===== src/rtl/core/bssf_pkg.sv =====
// shared types and constants of the byte stream substring finder
package bssf_pkg;

    localparam int MAX_NEEDLE   = 8;
    localparam int MAX_HAYSTACK = 65536;

    localparam int BYTE_W       = 8;
    localparam int NEEDLE_W     = MAX_NEEDLE * BYTE_W;
    localparam int LEN_W        = 4;
    localparam int LANE_IDX_W   = 3;
    localparam int COUNT_W      = 17;
    localparam int OFFSET_W     = 16;
    localparam int IN_TDATA_W   = 8;
    localparam int OUT_TDATA_W  = 24;

    // byte count stops here
    localparam logic [COUNT_W-1:0] COUNT_SAT = COUNT_W'(MAX_HAYSTACK + MAX_NEEDLE);
    // last start offset that may still be reported
    localparam logic [COUNT_W-1:0] START_MAX = COUNT_W'(MAX_HAYSTACK - 1);

    // queue between front and back
    localparam int QUEUE_DEPTH  = 4;
    localparam int QPTR_W       = 2;
    localparam int QCNT_W       = 3;

    // configuration register indexes
    localparam logic REG_NEEDLE_BYTES  = 1'b0;
    localparam logic REG_NEEDLE_LENGTH = 1'b1;

    // one classified byte, as handed from front to back
    typedef struct packed {
        logic                hit;
        logic                last;
        logic [OFFSET_W-1:0] start;
    } queue_item_t;

    // queue fill status seen by both sides
    typedef struct packed {
        logic full;
        logic empty;
    } queue_status_t;

endpackage


===== src/rtl/core/bssf_front.sv =====
// front end: takes bytes, keeps the recent window and flags needle matches
module bssf_front (
    input  logic                          aclk,
    input  logic                          aresetn,
    input  logic                          cfg_wr_en,
    input  logic                          cfg_addr,
    input  logic [bssf_pkg::NEEDLE_W-1:0] cfg_wdata,
    input  logic                          s_tvalid,
    output logic                          s_tready,
    input  logic [bssf_pkg::BYTE_W-1:0]   s_data_byte,
    input  logic                          s_last_byte,
    input  bssf_pkg::queue_status_t       q_status,
    output logic                          q_push,
    output bssf_pkg::queue_item_t         q_item
);
    import bssf_pkg::*;

    logic [NEEDLE_W-1:0] needle_reg;
    logic [LEN_W-1:0]    len_reg;
    logic [BYTE_W-1:0]   win_reg  [MAX_NEEDLE];
    logic [BYTE_W-1:0]   win_next [MAX_NEEDLE];
    logic [COUNT_W-1:0]  count_reg;
    logic [COUNT_W-1:0]  count_next;
    logic [COUNT_W-1:0]  start_full;
    logic [MAX_NEEDLE-1:0] lane_ok;
    logic                len_ok;
    logic                hit;
    logic                accept;

    assign s_tready = !q_status.full;
    assign accept   = s_tvalid && s_tready;

    // configuration registers
    always_ff @(posedge aclk) begin
        if (!aresetn) begin
            needle_reg <= '0;
            len_reg    <= '0;
        end else if (cfg_wr_en) begin
            unique case (cfg_addr)
                REG_NEEDLE_BYTES:  needle_reg <= cfg_wdata;
                REG_NEEDLE_LENGTH: len_reg    <= cfg_wdata[LEN_W-1:0];
                default:           needle_reg <= needle_reg;
            endcase
        end
    end

    // shifted window and saturating byte count
    always_comb begin
        win_next[0] = s_data_byte;
        for (int k = 1; k < MAX_NEEDLE; k++) begin
            win_next[k] = win_reg[k-1];
        end
        if (count_reg < COUNT_SAT) begin
            count_next = count_reg + COUNT_W'(1);
        end else begin
            count_next = count_reg;
        end
    end

    // one compare lane per window byte, newest byte meets the last needle byte
    always_comb begin
        logic [LEN_W-1:0] idx;
        for (int k = 0; k < MAX_NEEDLE; k++) begin
            idx = len_reg - LEN_W'(1) - LEN_W'(k);
            if (LEN_W'(k) >= len_reg) begin
                lane_ok[k] = 1'b1;
            end else begin
                lane_ok[k] = (win_next[k] ==
                              needle_reg[BYTE_W*idx[LANE_IDX_W-1:0] +: BYTE_W]);
            end
        end
    end

    assign len_ok     = (len_reg != '0) && (len_reg <= LEN_W'(MAX_NEEDLE));
    assign start_full = count_next - COUNT_W'(len_reg);
    assign hit        = len_ok && (count_next >= COUNT_W'(len_reg)) &&
                        (start_full <= START_MAX) && (&lane_ok);

    assign q_push       = accept;
    assign q_item.hit   = hit;
    assign q_item.last  = s_last_byte;
    assign q_item.start = start_full[OFFSET_W-1:0];

    // window and count, cleared after the final byte
    always_ff @(posedge aclk) begin
        if (!aresetn) begin
            count_reg <= '0;
            for (int k = 0; k < MAX_NEEDLE; k++) begin
                win_reg[k] <= '0;
            end
        end else if (accept) begin
            if (s_last_byte) begin
                count_reg <= '0;
                for (int k = 0; k < MAX_NEEDLE; k++) begin
                    win_reg[k] <= '0;
                end
            end else begin
                count_reg <= count_next;
                for (int k = 0; k < MAX_NEEDLE; k++) begin
                    win_reg[k] <= win_next[k];
                end
            end
        end
    end

`ifndef SYNTHESIS
    // a new haystack starts from an empty count
    assert property (@(posedge aclk) disable iff (!aresetn)
        (accept && s_last_byte) |=> (count_reg == '0))
        else $error("front count not cleared after final byte");

    // count never passes its saturation point
    assert property (@(posedge aclk) disable iff (!aresetn)
        count_reg <= COUNT_SAT)
        else $error("front count beyond saturation");
`endif

endmodule


===== src/rtl/core/bssf_queue.sv =====
// short queue of classified bytes between front and back
module bssf_queue (
    input  logic                    aclk,
    input  logic                    aresetn,
    input  logic                    push,
    input  bssf_pkg::queue_item_t   push_item,
    input  logic                    pop,
    output bssf_pkg::queue_item_t   head_item,
    output bssf_pkg::queue_status_t status
);
    import bssf_pkg::*;

    queue_item_t        mem_reg [QUEUE_DEPTH];
    logic [QPTR_W-1:0]  wr_ptr_reg;
    logic [QPTR_W-1:0]  rd_ptr_reg;
    logic [QCNT_W-1:0]  cnt_reg;
    logic [QCNT_W-1:0]  cnt_next;
    logic               do_push;
    logic               do_pop;

    assign status.full  = (cnt_reg == QCNT_W'(QUEUE_DEPTH));
    assign status.empty = (cnt_reg == '0);
    assign do_push      = push && !status.full;
    assign do_pop       = pop && !status.empty;
    assign head_item    = mem_reg[rd_ptr_reg];

    always_comb begin
        cnt_next = cnt_reg;
        if (do_push && !do_pop) begin
            cnt_next = cnt_reg + QCNT_W'(1);
        end else if (do_pop && !do_push) begin
            cnt_next = cnt_reg - QCNT_W'(1);
        end
    end

    // pointers and fill count
    always_ff @(posedge aclk) begin
        if (!aresetn) begin
            wr_ptr_reg <= '0;
            rd_ptr_reg <= '0;
            cnt_reg    <= '0;
        end else begin
            cnt_reg <= cnt_next;
            if (do_push) begin
                wr_ptr_reg <= wr_ptr_reg + QPTR_W'(1);
            end
            if (do_pop) begin
                rd_ptr_reg <= rd_ptr_reg + QPTR_W'(1);
            end
        end
    end

    // entry storage
    always_ff @(posedge aclk) begin
        if (do_push) begin
            mem_reg[wr_ptr_reg] <= push_item;
        end
    end

`ifndef SYNTHESIS
    // pointer distance always agrees with the fill count
    assert property (@(posedge aclk) disable iff (!aresetn)
        (QPTR_W'(wr_ptr_reg - rd_ptr_reg) == cnt_reg[QPTR_W-1:0]) &&
        (cnt_reg <= QCNT_W'(QUEUE_DEPTH)))
        else $error("queue pointers and count disagree");
`endif

endmodule


===== src/rtl/core/bssf_back.sv =====
// back end: records the first match and delivers one result per haystack
module bssf_back (
    input  logic                          aclk,
    input  logic                          aresetn,
    input  bssf_pkg::queue_item_t         head_item,
    input  bssf_pkg::queue_status_t       q_status,
    output logic                          q_pop,
    output logic                          m_tvalid,
    input  logic                          m_tready,
    output logic                          m_found,
    output logic [bssf_pkg::OFFSET_W-1:0] m_match_offset
);
    import bssf_pkg::*;

    logic                seen_reg;
    logic [OFFSET_W-1:0] first_reg;
    logic                out_valid_reg;
    logic                out_found_reg;
    logic [OFFSET_W-1:0] out_offset_reg;
    logic                out_free;
    logic                hit_any;
    logic [OFFSET_W-1:0] first_any;

    assign out_free  = !out_valid_reg || m_tready;
    assign q_pop     = !q_status.empty && (!head_item.last || out_free);
    assign hit_any   = seen_reg || head_item.hit;
    assign first_any = seen_reg ? first_reg : head_item.start;

    // first match of the current haystack
    always_ff @(posedge aclk) begin
        if (!aresetn) begin
            seen_reg  <= 1'b0;
            first_reg <= '0;
        end else if (q_pop) begin
            if (head_item.last) begin
                seen_reg  <= 1'b0;
                first_reg <= '0;
            end else begin
                seen_reg  <= hit_any;
                first_reg <= hit_any ? first_any : '0;
            end
        end
    end

    // output register
    always_ff @(posedge aclk) begin
        if (!aresetn) begin
            out_valid_reg <= 1'b0;
        end else if (q_pop && head_item.last) begin
            out_valid_reg <= 1'b1;
        end else if (m_tready) begin
            out_valid_reg <= 1'b0;
        end
    end

    always_ff @(posedge aclk) begin
        if (q_pop && head_item.last) begin
            out_found_reg  <= hit_any;
            out_offset_reg <= hit_any ? first_any : '0;
        end
    end

    assign m_tvalid       = out_valid_reg;
    assign m_found        = out_found_reg;
    assign m_match_offset = out_offset_reg;

`ifndef SYNTHESIS
    // a miss reports offset zero
    assert property (@(posedge aclk) disable iff (!aresetn)
        (m_tvalid && !m_found) |-> (m_match_offset == '0))
        else $error("miss result with nonzero offset");

    // a final byte never overwrites a result that is still waiting
    assert property (@(posedge aclk) disable iff (!aresetn)
        (out_valid_reg && !m_tready) |=> (out_valid_reg && $stable(out_offset_reg)
                                          && $stable(out_found_reg)))
        else $error("pending result overwritten");

    // match state is clear at the start of every haystack
    assert property (@(posedge aclk) disable iff (!aresetn)
        (q_pop && head_item.last) |=> (!seen_reg && first_reg == '0))
        else $error("match state kept across haystacks");
`endif

endmodule


===== src/rtl/core/byte_stream_substring_finder_top.sv =====
// top level of the byte stream substring finder
//
//   port group  dir  transaction            tdata / tuser / tlast
//   s_*         in   one haystack byte      tdata[7:0] data byte, tlast final byte
//   m_*         out  one result / haystack  tdata[0] found, tdata[16:1] offset
//   cfg_*       in   register write         addr 0 needle bytes, addr 1 needle length
//
// one byte per cycle while s_tready is high: the front compares all eight window
// lanes in the cycle the byte is taken, the back folds one queue entry per cycle
// unless a final byte waits on a stalled result; a result passes through the queue
// and the output register. aresetn is synchronous and clears the window, count,
// queue and registers. a stalled result holds the back; the four-entry queue
// absorbs the bytes behind it before s_tready drops.
module byte_stream_substring_finder_top (
    input  logic                                aclk,
    input  logic                                aresetn,
    input  logic                                cfg_wr_en,
    input  logic                                cfg_addr,
    input  logic [bssf_pkg::NEEDLE_W-1:0]       cfg_wdata,
    input  logic                                s_tvalid,
    output logic                                s_tready,
    input  logic [bssf_pkg::IN_TDATA_W-1:0]     s_tdata,   // [7:0] data byte
    input  logic                                s_tlast,
    output logic                                m_tvalid,
    input  logic                                m_tready,
    output logic [bssf_pkg::OUT_TDATA_W-1:0]    m_tdata    // [0] found, [16:1] offset, zeros
);
    import bssf_pkg::*;

    queue_item_t         push_item;
    queue_item_t         head_item;
    queue_status_t       q_status;
    logic                q_push;
    logic                q_pop;
    logic                found;
    logic [OFFSET_W-1:0] match_offset;

    bssf_front u_front (
        .aclk        (aclk),
        .aresetn     (aresetn),
        .cfg_wr_en   (cfg_wr_en),
        .cfg_addr    (cfg_addr),
        .cfg_wdata   (cfg_wdata),
        .s_tvalid    (s_tvalid),
        .s_tready    (s_tready),
        .s_data_byte (s_tdata[BYTE_W-1:0]),
        .s_last_byte (s_tlast),
        .q_status    (q_status),
        .q_push      (q_push),
        .q_item      (push_item)
    );

    bssf_queue u_queue (
        .aclk      (aclk),
        .aresetn   (aresetn),
        .push      (q_push),
        .push_item (push_item),
        .pop       (q_pop),
        .head_item (head_item),
        .status    (q_status)
    );

    bssf_back u_back (
        .aclk           (aclk),
        .aresetn        (aresetn),
        .head_item      (head_item),
        .q_status       (q_status),
        .q_pop          (q_pop),
        .m_tvalid       (m_tvalid),
        .m_tready       (m_tready),
        .m_found        (found),
        .m_match_offset (match_offset)
    );

    // pack result fields, lowest field first
    assign m_tdata = {(OUT_TDATA_W - OFFSET_W - 1)'(0), match_offset, found};

endmodule


===== config.mk =====
export PLATFORM = sky130hd
export DESIGN_NAME = byte_stream_substring_finder_top
export DESIGN_NICKNAME = d
export VERILOG_FILES = /design/src/rtl/core/bssf_pkg.sv /design/src/rtl/core/bssf_front.sv /design/src/rtl/core/bssf_queue.sv /design/src/rtl/core/bssf_back.sv /design/src/rtl/core/byte_stream_substring_finder_top.sv
export SDC_FILE = /design/constraint.sdc
export NUM_CORES = 1
export LEC_CHECK = 0
export BUFFER_PORTS_ARGS = -buffer_cell sky130_fd_sc_hd__buf_2
export CORE_UTILIZATION = 25
export DETAILED_ROUTE_END_ITERATION = 8
export GPL_TIMING_DRIVEN = 0
export SYNTH_ARGS = -nofsm -noshare
export SYNTH_HDL_FRONTEND = slang
export SYNTH_SLANG_ARGS = --single-unit

===== constraint.sdc =====
create_clock -name aclk -period 4.9 [get_ports aclk]
set_input_delay 0.245 -clock aclk [delete_from_list [all_inputs] [get_ports aclk]]
set_output_delay 0.245 -clock aclk [all_outputs]
set_load 0.01 [all_outputs]

Yosys cells after proc, flatten, opt, wreduce, memory -nomap -nowiden:

Memories as Yosys holds them, arrays and structs flattened. A register that Yosys moved wholly into a read port is not among the register bits.
Index checks and enable logic that the tools add are counted.

* register bits: 127
* memory bits (writable): 136
* output and inout port bits: 26
* word-level logic and storage cells: 147
* memories: 2

Memory list
* u_queue.mem_reg: words 4, bits a word 18, read ports 1, clocked after Yosys merged registers in 1, wr ports 1, RTL line bssf_queue.sv:13 `queue_item_t mem_reg [QUEUE_DEPTH];`
* u_front.win_reg: words 8, bits a word 8, read ports 7, clocked after Yosys merged registers in 0, wr ports 8, RTL line bssf_front.sv:20 `logic [BYTE_W-1:0] win_reg [MAX_NEEDLE];`

* $add $sub $neg: 14
* magnitude comparators: 12
* equality and inequality tests: 9
* shift-type cells: 8
* multiplexer cells: 47
* bitwise gates (word level): 17
* reductions and logical operators: 27

Operators with widths (number)
* variable part select 64 x 7 -> 8 bit: 8
* 2-to-1 mux 8 bit: 16
* equality test 8 bit: 8
* 2-to-1 mux 16 bit: 3
* 2-to-1 mux 17 bit: 2
* 2-to-1 mux 1 bit: 22
* adder 17 x 1 -> 17 bit (second input constant): 1
* greater-or-equal comparator 17 x 4 -> 1 bit: 1
* <= comparator 17 x 16 -> 1 bit (second input constant): 1
* < comparator 17 bit (second input constant): 1
* subtractor 17 x 4 -> 17 bit: 1
* greater-or-equal comparator 3 x 4 -> 1 bit (first input constant): 4
* bitwise OR 1 bit: 16
* subtractor 3 bit (second input constant): 4
* logical AND 1 bit: 11
* subtractor 3 x 1 -> 3 bit (second input constant): 3
* greater-or-equal comparator 1 x 4 -> 1 bit (first input constant): 2
* greater-or-equal comparator 2 x 4 -> 1 bit (first input constant): 2
* AND reduction 8 bit: 1
* zero test 1 bit: 6
* 2-to-1 mux 3 bit: 2
* subtractor 3 x 2 -> 3 bit (second input constant): 2
* adder 2 x 1 -> 2 bit (second input constant): 2
* <= comparator 4 bit (second input constant): 1
* 9 further kinds: 14

Longest topological paths before layout:

Gate-level depths: netlist of the first run.

* depth after elaboration: 8
* gate-level depth with buffers: 16
* depth with buffers taken out: 13

Hierarchy:

A second synthesis of the first run with hierarchy kept.

* cell total of the unflattened synthesis: 1238
* area total of the unflattened synthesis: 14278.7 sq um

By module, submodules not included
* bssf_front: times used 1, cells an instance 964, area each 9758.1 sq um, sequential area each 3303.2 sq um
* bssf_queue: times used 1, cells an instance 142, area each 3091.7 sq um, sequential area each 2342.2 sq um
* bssf_back: times used 1, cells an instance 123, area each 1365.1 sq um, sequential area each 870.8 sq um
* byte_stream_substring_finder_top: times used 1, cells an instance 9, area each 63.8 sq um, sequential area each 0.0 sq um

Worst setup path after synthesis of the first run:

OpenSTA, ideal clock, no wires.

* path type: reg2reg
* start: register u_front.len_reg[0]
* end: memory u_queue.mem_reg[0][17] (netlist name) (data pin)
* arrival time: 4593 ps
* data required time: 4715 ps
* setup slack: 121 ps
* stages on the path, launching flop included: 16
* path buffers: 5
* clock period less this slack: 4779 ps
* cell sequence: dfxtp_1 > clkbuf_1 > buf_2 > inv_1 > buf_1 > ha_1 > clkbuf_1 > clkbuf_1 > mux4_2 > mux2i_1 > xnor2_1 > nor4_1 > nand2_1 > o31ai_1 > o2bb2ai_1 > a211oi_2

RTL lines
* from (decl): RTL line bssf_front.sv:19 `logic [LEN_W-1:0] len_reg;`
* from (signal assigned): RTL line bssf_front.sv:41 `REG_NEEDLE_LENGTH: len_reg <= cfg_wdata[LEN_W-1:0];`
* to (decl): RTL line bssf_queue.sv:13

==> results.md, run 1 <==
* Post-layout minimum cycle time at 4.59 ns
* Top-level I/O count at 105
* CTS Sinks at approximately 260
* EDFF count, synth at approximately 140
* Critical path origin: u_front.len_reg[0]
* Gpl congestion at approximately 0.96
* Max Slew Vio Count at 0
* Initial Utilization at 0.255
* Cells along the critical path: buf_4, buf_4, inv_1, buf_2, ha_1, clkbuf_4, buf_4, clkbuf_4, mux4_2, xor2_1, nor4_1, nand4_1, o211ai_1, and3_1, o211ai_1, a211oi_2, buf_4
* Placement Rows at 86
* Antenna Nets Post-Route at 0
* Number of DRC violations after detailed-routing iteration 0 at approximately 870
* Headroom to the max-slew limit at 0.0793
* Die width at 240 um
* Critical Path Start Type: flop
* Fin nets at roughly 1,600
* Sequential fraction of the synthesis area at 0.459
* Synthesized area per cell at 11.3 sq um
* Die height at approximately 240 um
* Main combinational cell family by area after synthesis: multiplexers
* Number of unique standard cell types used by synthesis at between 60 and 70
* Post-synthesis cell area at ~0.014 sq mm
* Slowest-stage cell, CP: dfxtp_1
* Final setup violation count at 0
* Core box area at between 0.05 and 0.06 sq mm
* FF+latch count, synth at ~260
* Number of warnings issued by yosys at 0
* Cell Pwr Density at 384 mW/mm^2
* Gr usage total at 0.143
* Root cell of the clock tree: clkbuf_16
* WP data arrival at 5.01 ns
* Worst Setup End Kind: flop
* Routed len/inst at 18.5 um
* Fmax at 218 MHz
* CP max stage delay at roughly 0.46 ns
* CP max FO at 11
* Number of DRC violations after detailed routing at 0
* Startpoint of the most critical hold path: cfg_addr
* Number of I/O port buffers at 96
* Setup repair after global routing missed its margin: no
* Asr flop ratio synth at 0
* Number of antenna violations at the first check in global routing at 1
* Maximum ir drop on the vdd rail at between 0.0002 and 0.00025 V
* Launch instance of the worst register-to-register path: u_front.len_reg[0]
* Terminus of the critical flop-to-flop path: u_queue.mem_reg[1][17]
* Share of the clock period used by the worst path after layout at 0.936
* Slack of the worst reg-to-reg path at between 0.3 and 0.4 ns
* TritonCTS clock tree: built
* Via count of the first global-routing pass at 10,405
* Cells after Synth at around 1,300
* Top FF cell, synth: edfxtp_1
* Max cap viols at 0
* Vias per cell at around 4.8
* Fin Setup TNS at 0 ns
* Post-detail-place hpwl at 31,900 um
* Most used cell along the critical path: buf_4
* Largest register FFs at a little over 70
* Clk Latency, worst-skew pair at approximately 0.57 ns
* Critical setup path kind: flop to flop
* CTS clock-pin slew for the worst setup and hold paths at ~0.060 ns
* Layout cell share with drive strength beyond 1 at 0.176
* Grt total ovfl at 0
* Iteration count of the initial detailed-routing pass at 5
* Maximum clock insertion buffer count at 3
* Fraction of the mapped netlist area in simple logic gates at 0.143
* CP Data Required Time at approximately 5.3 ns
* Min-Delay Endpoint: u_front.len_reg[2]
* Cell depth of the worst min-delay path at 3
* Count of vias placed by the detailed router at ~11,000
* Die ar. at 0.0577 sq mm
* Result of the run: complete, no violations
* Global-route wire length before repair at 62,200 um
* Actual transition at the worst max-transition pin at around 1.4 ns
* Worst clock skew at 0.0156 ns
* Number of H-tree branching levels at 1
* Hold_ws at between 0.03 and 0.04 ns
* Tightest Hold Check Type: primary input to flop
* Layout overhead on the synthesized area at 22.8%
* Synth Area in Adders at 0.0152
* Diodes inserted at 0
* Detailed-route wire length at between 40,000 and 50,000 um
* Synthesized-area fraction occupied by xor and xnor cells at 0.0717
* Leak Pwr at approximately 6.3 nW
* Pin count of the biggest net entering global routing at 25
* Share of the synthesized area in compound gates (AO/OA/AOI/OAI) at 0.0814
* Worst reg-to-reg path cell count at 17
* Number of failing hold endpoints at the final stage at 0
* Number of buffers created by CTS at 28
* Multiplexer share of the synthesized area at 0.197
-- repair_timing --
| action | 4_1_cts | 5_1_grt |
|---|---|---|
| gates resized for setup | 20 | 8 |
| gates cloned | 0 | 0 |
| endpoints found under the setup margin | 4 | 4 |
| hold buffers | 75 | 0 |
| hold endpoints to repair | 76 | 0 |
| pin swaps | 1 | 0 |
| setup buffers | 1 | 0 |
-- Yosys cell counts, drive strengths merged (15+ instances only) --
cell / count / share of area
nand2: 178 / 0.047
edfxtp: 137 / 0.29
dfxtp: 120 / 0.17
mux2i: 105 / 0.074
a21boi: 79 / 0.042
mux4: 74 / 0.12
clkbuf: 71 / 0.019
xnor2: 67 / 0.041
and3: 59 / 0.026
xor2: 44 / 0.027
nor2: 41 / 0.013
and2: 28 / 0.012
buf: 24 / 0.0090
nor4: 24 / 0.011
o21ai: 21 / 0.0074
inv: 19 / 0.0050
nand4: 17 / 0.0075
o21a: 17 / 0.0090
nor2b: 15 / 0.0066
-- worst max-delay path, delay by kind of cell, from the launching register on --
| family | cells | cell delay (ns) |
|---|---|---|
| AO/OA/AOI/OAI | 3 | 0.48 |
| XOR/XNOR | 1 | 0.18 |
| adder cells (fa/ha/maj) | 1 | 0.33 |
| buffers and inverters | 8 | 1.89 |
| flip-flops | 1 | 0.46 |
| multiplexers | 1 | 0.41 |
| AND/OR/NAND/NOR | 3 | 0.68 |
-- report_power, final --
group / internal, mW / switching (mW) / total, mW
clock network: 1.31 / 0.892 / 2.20
registers: 2.62 / 0.151 / 2.77
logic: 0.729 / 0.989 / 1.72
-- placed cells by master (no fill, tap or decap), drive strengths merged, types with 7 or more instances in the layout --
master       instances
nor3                 9
xor2                44
clkbuf             106
inv                 20
nand4               17
clkinv               8
mux4                74
o21ai               21
nand3b               8
conb                 7
nand3                9
mux2i              105
edfxtp             137
buf                122
a21boi              79
dfxtp              120
nor4                24
dlygate4sd3         75
ha                  14
and3                59
xnor2               67
o21a                17
nor2b               15
nor2                41
nand2              178
and2                28
-- worst max path at each step --
stage               cells after the start                     end  slack (ns)
floorplan                              15  u_queue.mem_reg[0][17]        0.12
global placement                       16  u_queue.mem_reg[0][17]       -1.54
detailed placement                     16  u_queue.mem_reg[3][17]       -1.52
CTS                                    17  u_queue.mem_reg[0][17]        0.11
global route                           14  u_queue.mem_reg[0][17]        0.05
finish                                 17  u_queue.mem_reg[1][17]        0.31
-- layer usage --
metal  track usage  routed length (um)  vias to the layer above
met1         0.179               17600                     5159
met4        0.0581                1810                        0
met5             0                   0                        -
met2         0.240               19500                      368
met3        0.0255                2330                       98
li1              -                   -                     4990
-- layout make-up --
| cell class | count | area (sq um) |
|---|---|---|
| Timing Repair Buffer | 173 | 1250 |
| Inverter | 19 | 71.3 |
| Clock buffer | 36 | 761 |
| Clock inverter | 16 | 200 |
| Buffer | 94 | 430 |
| Tap cell | 748 | 936 |
| Fill cell | 5615 | 38200 |
| Sequential cell | 257 | 6520 |
| Multi-Input combinational cell | 886 | 7260 |
-- through the flow --
stage / std cells / setup WS (ns) / utilization / power (mW) / cell area (sq um)
2_1_floorplan: 1257 / 0.121 / - / 3.94 / 14200
5_1_grt: 2229 / 0.0457 / 0.313 / 7.01 / 17400
4_1_cts: 2229 / 0.109 / 0.313 / 6.74 / 17400
3_3_place_gp: 2101 / -1.54 / 0.281 / 4.43 / 15600
3_5_place_dp: 2102 / -1.52 / 0.281 / 4.48 / 15600
6_report: 2229 / 0.314 / 0.313 / 6.69 / 17400
-- cell families after synthesis --
| family | count (synthesis) |
|---|---|
| flip-flops | 257 |
| other | 1 |
| AO/OA/AOI/OAI | 159 |
| XOR/XNOR | 113 |
| multiplexers | 185 |
| adder cells (fa/ha/maj) | 16 |
| buffers and inverters | 114 |
| AND/OR/NAND/NOR | 406 |
Power figures use the tool's default switching activity.
==> inputs of run 2 (changes only) <==
Settings changed: BUFFER_PORTS_ARGS -buffer_cell sky130_fd_sc_hd__buf_2 to not set, DONT_BUFFER_PORTS set to 1.
==> results.md, run 2 (synthesized netlist as in run 1, its figures left out) <==
* Grt total ovfl at 0 (unchanged)
* Gpl congestion at 0.961 (-0.23%)
* Core box area at 0.0556 sq mm (unchanged)
* Critical setup path kind: flop to flop
* Iteration count of the initial detailed-routing pass at 5 (unchanged)
* Headroom to the max-slew limit at 0.0731 (-0.00622)
* Detailed-route wire length at 41,400 um (+0.45%)
* WP data arrival at 5.14 ns (+0.13 ns)
* Die ar. at 0.0577 sq mm (unchanged)
* TritonCTS clock tree: built
* Worst clock skew at 0.0302 ns (+0.0145 ns)
* Number of buffers created by CTS at 27 (-3.6%)
* Root cell of the clock tree: clkbuf_16
* Terminus of the critical flop-to-flop path: u_queue.mem_reg[1][17]
* CP max FO at 11 (unchanged)
* Max Slew Vio Count at 0 (unchanged)
* Portion of total power attributed to sequential cells at 0.440 (+0.026)
* Initial Utilization at 0.255 (unchanged)
* Max cap viols at 0 (unchanged)
* Maximum clock insertion buffer count at 3 (unchanged)
* Result of the run: complete, no violations
* Antenna Nets Post-Route at 0 (unchanged)
* Number of failing hold endpoints at the final stage at 0 (unchanged)
* Die width at 240 um (unchanged)
* Global-route wire length before repair at 62,600 um (+0.62%)
* Hold_ws at 0.0631 ns (+0.0309 ns)
* Crit path to: u_queue.mem_reg[1][17]
* Comb pwr share at 0.250 (-0.007)
* Number of antenna violations at the first check in global routing at 0 (-1)
* Gr usage total at 0.143 (+0.000393)
* Count of vias placed by the detailed router at 10,362 (-2.4%)
* Largest register FFs at 72 (unchanged)
* Layout overhead on the synthesized area at 18.8%
* Tightest Hold Check Type: primary input to flop
* Post-detail-place hpwl at 31,500 um (-1.2%)
* Critical path origin: u_front.len_reg[0]
* Slack of the worst reg-to-reg path at 0.16 ns (-0.15 ns)
* Worst reg-to-reg path cell count at 16 (-1)
* Sw Pwr at 1.98 mW (-2.5%)
* Number of H-tree branching levels at 1 (unchanged)
* Worst setup timing slack at the placement stage at -1.69 ns (-0.167 ns)
* Internal power at 4.41 mW (-5.2%)
* Critical Path Start Type: flop
* Leading cell type in the layout, fill and taps excluded: nand2_1
* Maximum ir drop on the vdd rail at 0.000281 V (+20%)
* Number of DRC violations after detailed routing at 0 (unchanged)
* Cell Pwr Density at 379 mW/mm^2 (-1.1%)
* Most frequent cells in the layout: nand2_1 (178), edfxtp_1 (137), dfxtp_1 (120)
* Clock share of power at 0.310 (-0.019)
* CP Data Required Time at 5.31 ns (-0.02 ns)
* Die height at 240 um (unchanged)
* Top-level I/O count at 105 (unchanged)
* Fmax at 211 MHz (-3.2%)
* CTS clock-pin slew for the worst setup and hold paths at 0.06 ns (about the same)
* Number of DRC violations after detailed-routing iteration 0 at 991 (+14%)
* CTS Sinks at 257 (unchanged)
* Worst Setup End Kind: flop
* Total power of the final layout at 6.40 mW (-4.4%)
* Diodes inserted at 0 (unchanged)
* Fin nets at 1,460 (-6.0%)
* Number of I/O port buffers at 0 (-100%)
* Switching portion of total power at 0.310 (+0.00588)
* Leak Pwr at 5.86 nW (-6.4%)
* Share of the clock period used by the worst path after layout at 0.967 (+0.0313)
* Placement Rows at 86 (unchanged)
* Final setup violation count at 0 (unchanged)
* Post-layout minimum cycle time at 4.74 ns (+0.153 ns)
* Launch instance of the worst register-to-register path: u_front.len_reg[0]
* Post-route setup slack at 0.160 ns (-0.153 ns)
* Vias per cell at 4.86 (+2.0%)
* Actual transition at the worst max-transition pin at 1.38 ns (+0.00926 ns)
* Via count of the first global-routing pass at 10,207 (-1.9%)
* Pin count of the biggest net entering global routing at 25 (unchanged)
* Clk Latency, worst-skew pair at 0.57 ns (about the same)
* Routed len/inst at 19.4 um (+5.0%)
* Layout cell share with drive strength beyond 1 at 0.119 (-0.0571)
[run 2: cell count changes in the layout (fill, tap and decap cells not counted), sizes merged]
cell,delta
clkbuf,+3
clkinvlp,-2
inv,+1
clkinv,-3
bufinv,-3
dlygate4sd3,+3
buf,-95
[run 2: worst min-delay path by stage]
stage,start,end,slack [ns],depth (start not counted)
floorplan,s_tlast,u_queue.mem_reg[0][16],0.34,0
global placement,s_tlast,u_queue.mem_reg[0][16],0.35,0
detailed placement,s_tlast,u_queue.mem_reg[1][16],0.35,0
CTS,s_tlast,u_front.count_reg[6],0.03,3
global route,s_tlast,u_front.count_reg[6],0.08,3
finish,s_tlast,u_front.count_reg[6],0.06,3
[run 2: power groups by stage]
| stage | registers, mW | logic [mW] | clock network (mW) |
|---|---|---|---|
| after global routing | 2.85 | 1.76 | 2.11 |
| after floorplan | 2.79 | 1.15 | 0 |
| after CTS | 2.81 | 1.60 | 2.03 |
| final | 2.81 | 1.60 | 1.98 |
| after detailed placement | 2.86 | 1.53 | 0 |
| after global placement | 2.85 | 1.49 | 0 |
[run 2: cell type report]
type                    count  area (sq um)
plain buffers              94           425
clock buffers              40           758
clock inverters             9          78.8
fillers                  5736         38800
inverters                  19          71.3
multi-input cells         886          7280
flip-flops and latches    257          6520
well taps                 748           936
repair buffers             80           800
[run 2: timing repair]
action                                  in CTS  in global routing
endpoints found under the setup margin       4                  4
hold buffers                                78                  0
pin swaps                                    1                  0
resized for setup                           18                 14
hold endpoints to repair                    82                  0
buffers inserted                             1                  0
[run 2: stage by stage]
| stage | std cells | util | area, sq um | TNS (ns) |
|---|---|---|---|---|
| finish | 2133 | 0.303 | 16900 | 0 |
| global route | 2133 | 0.303 | 16900 | -0.0486 |
| CTS | 2134 | 0.302 | 16800 | 0 |
| detailed placement | 2006 | 0.273 | 15200 | -6.74 |
| global placement | 2005 | 0.272 | 15100 | -6.41 |
| floorplan | 1257 | - | 14200 | 0 |
[run 2: layer usage]
layer / routed length (um) / global-route usage
met5: 0 / 0
met4: 1200 / 0.0369
met3: 2380 / 0.0212
met2: 20300 / 0.248
met1: 17600 / 0.185
[run 2: worst max-delay path: stages, from the launching register on]
cell	delay, ns
dfxtp_1	0.47
buf_4	0.29
buf_4	0.27
inv_1	0.13
buf_2	0.25
ha_1	0.33
clkbuf_2	0.33
buf_2	0.39
mux4_2	0.42
mux2i_1	0.30
xnor2_1	0.18
nor4_4	0.33
nand2_1	0.09
a211o_1	0.30
o2bb2ai_1	0.14
a211oi_2	0.19
buf_4	0.17
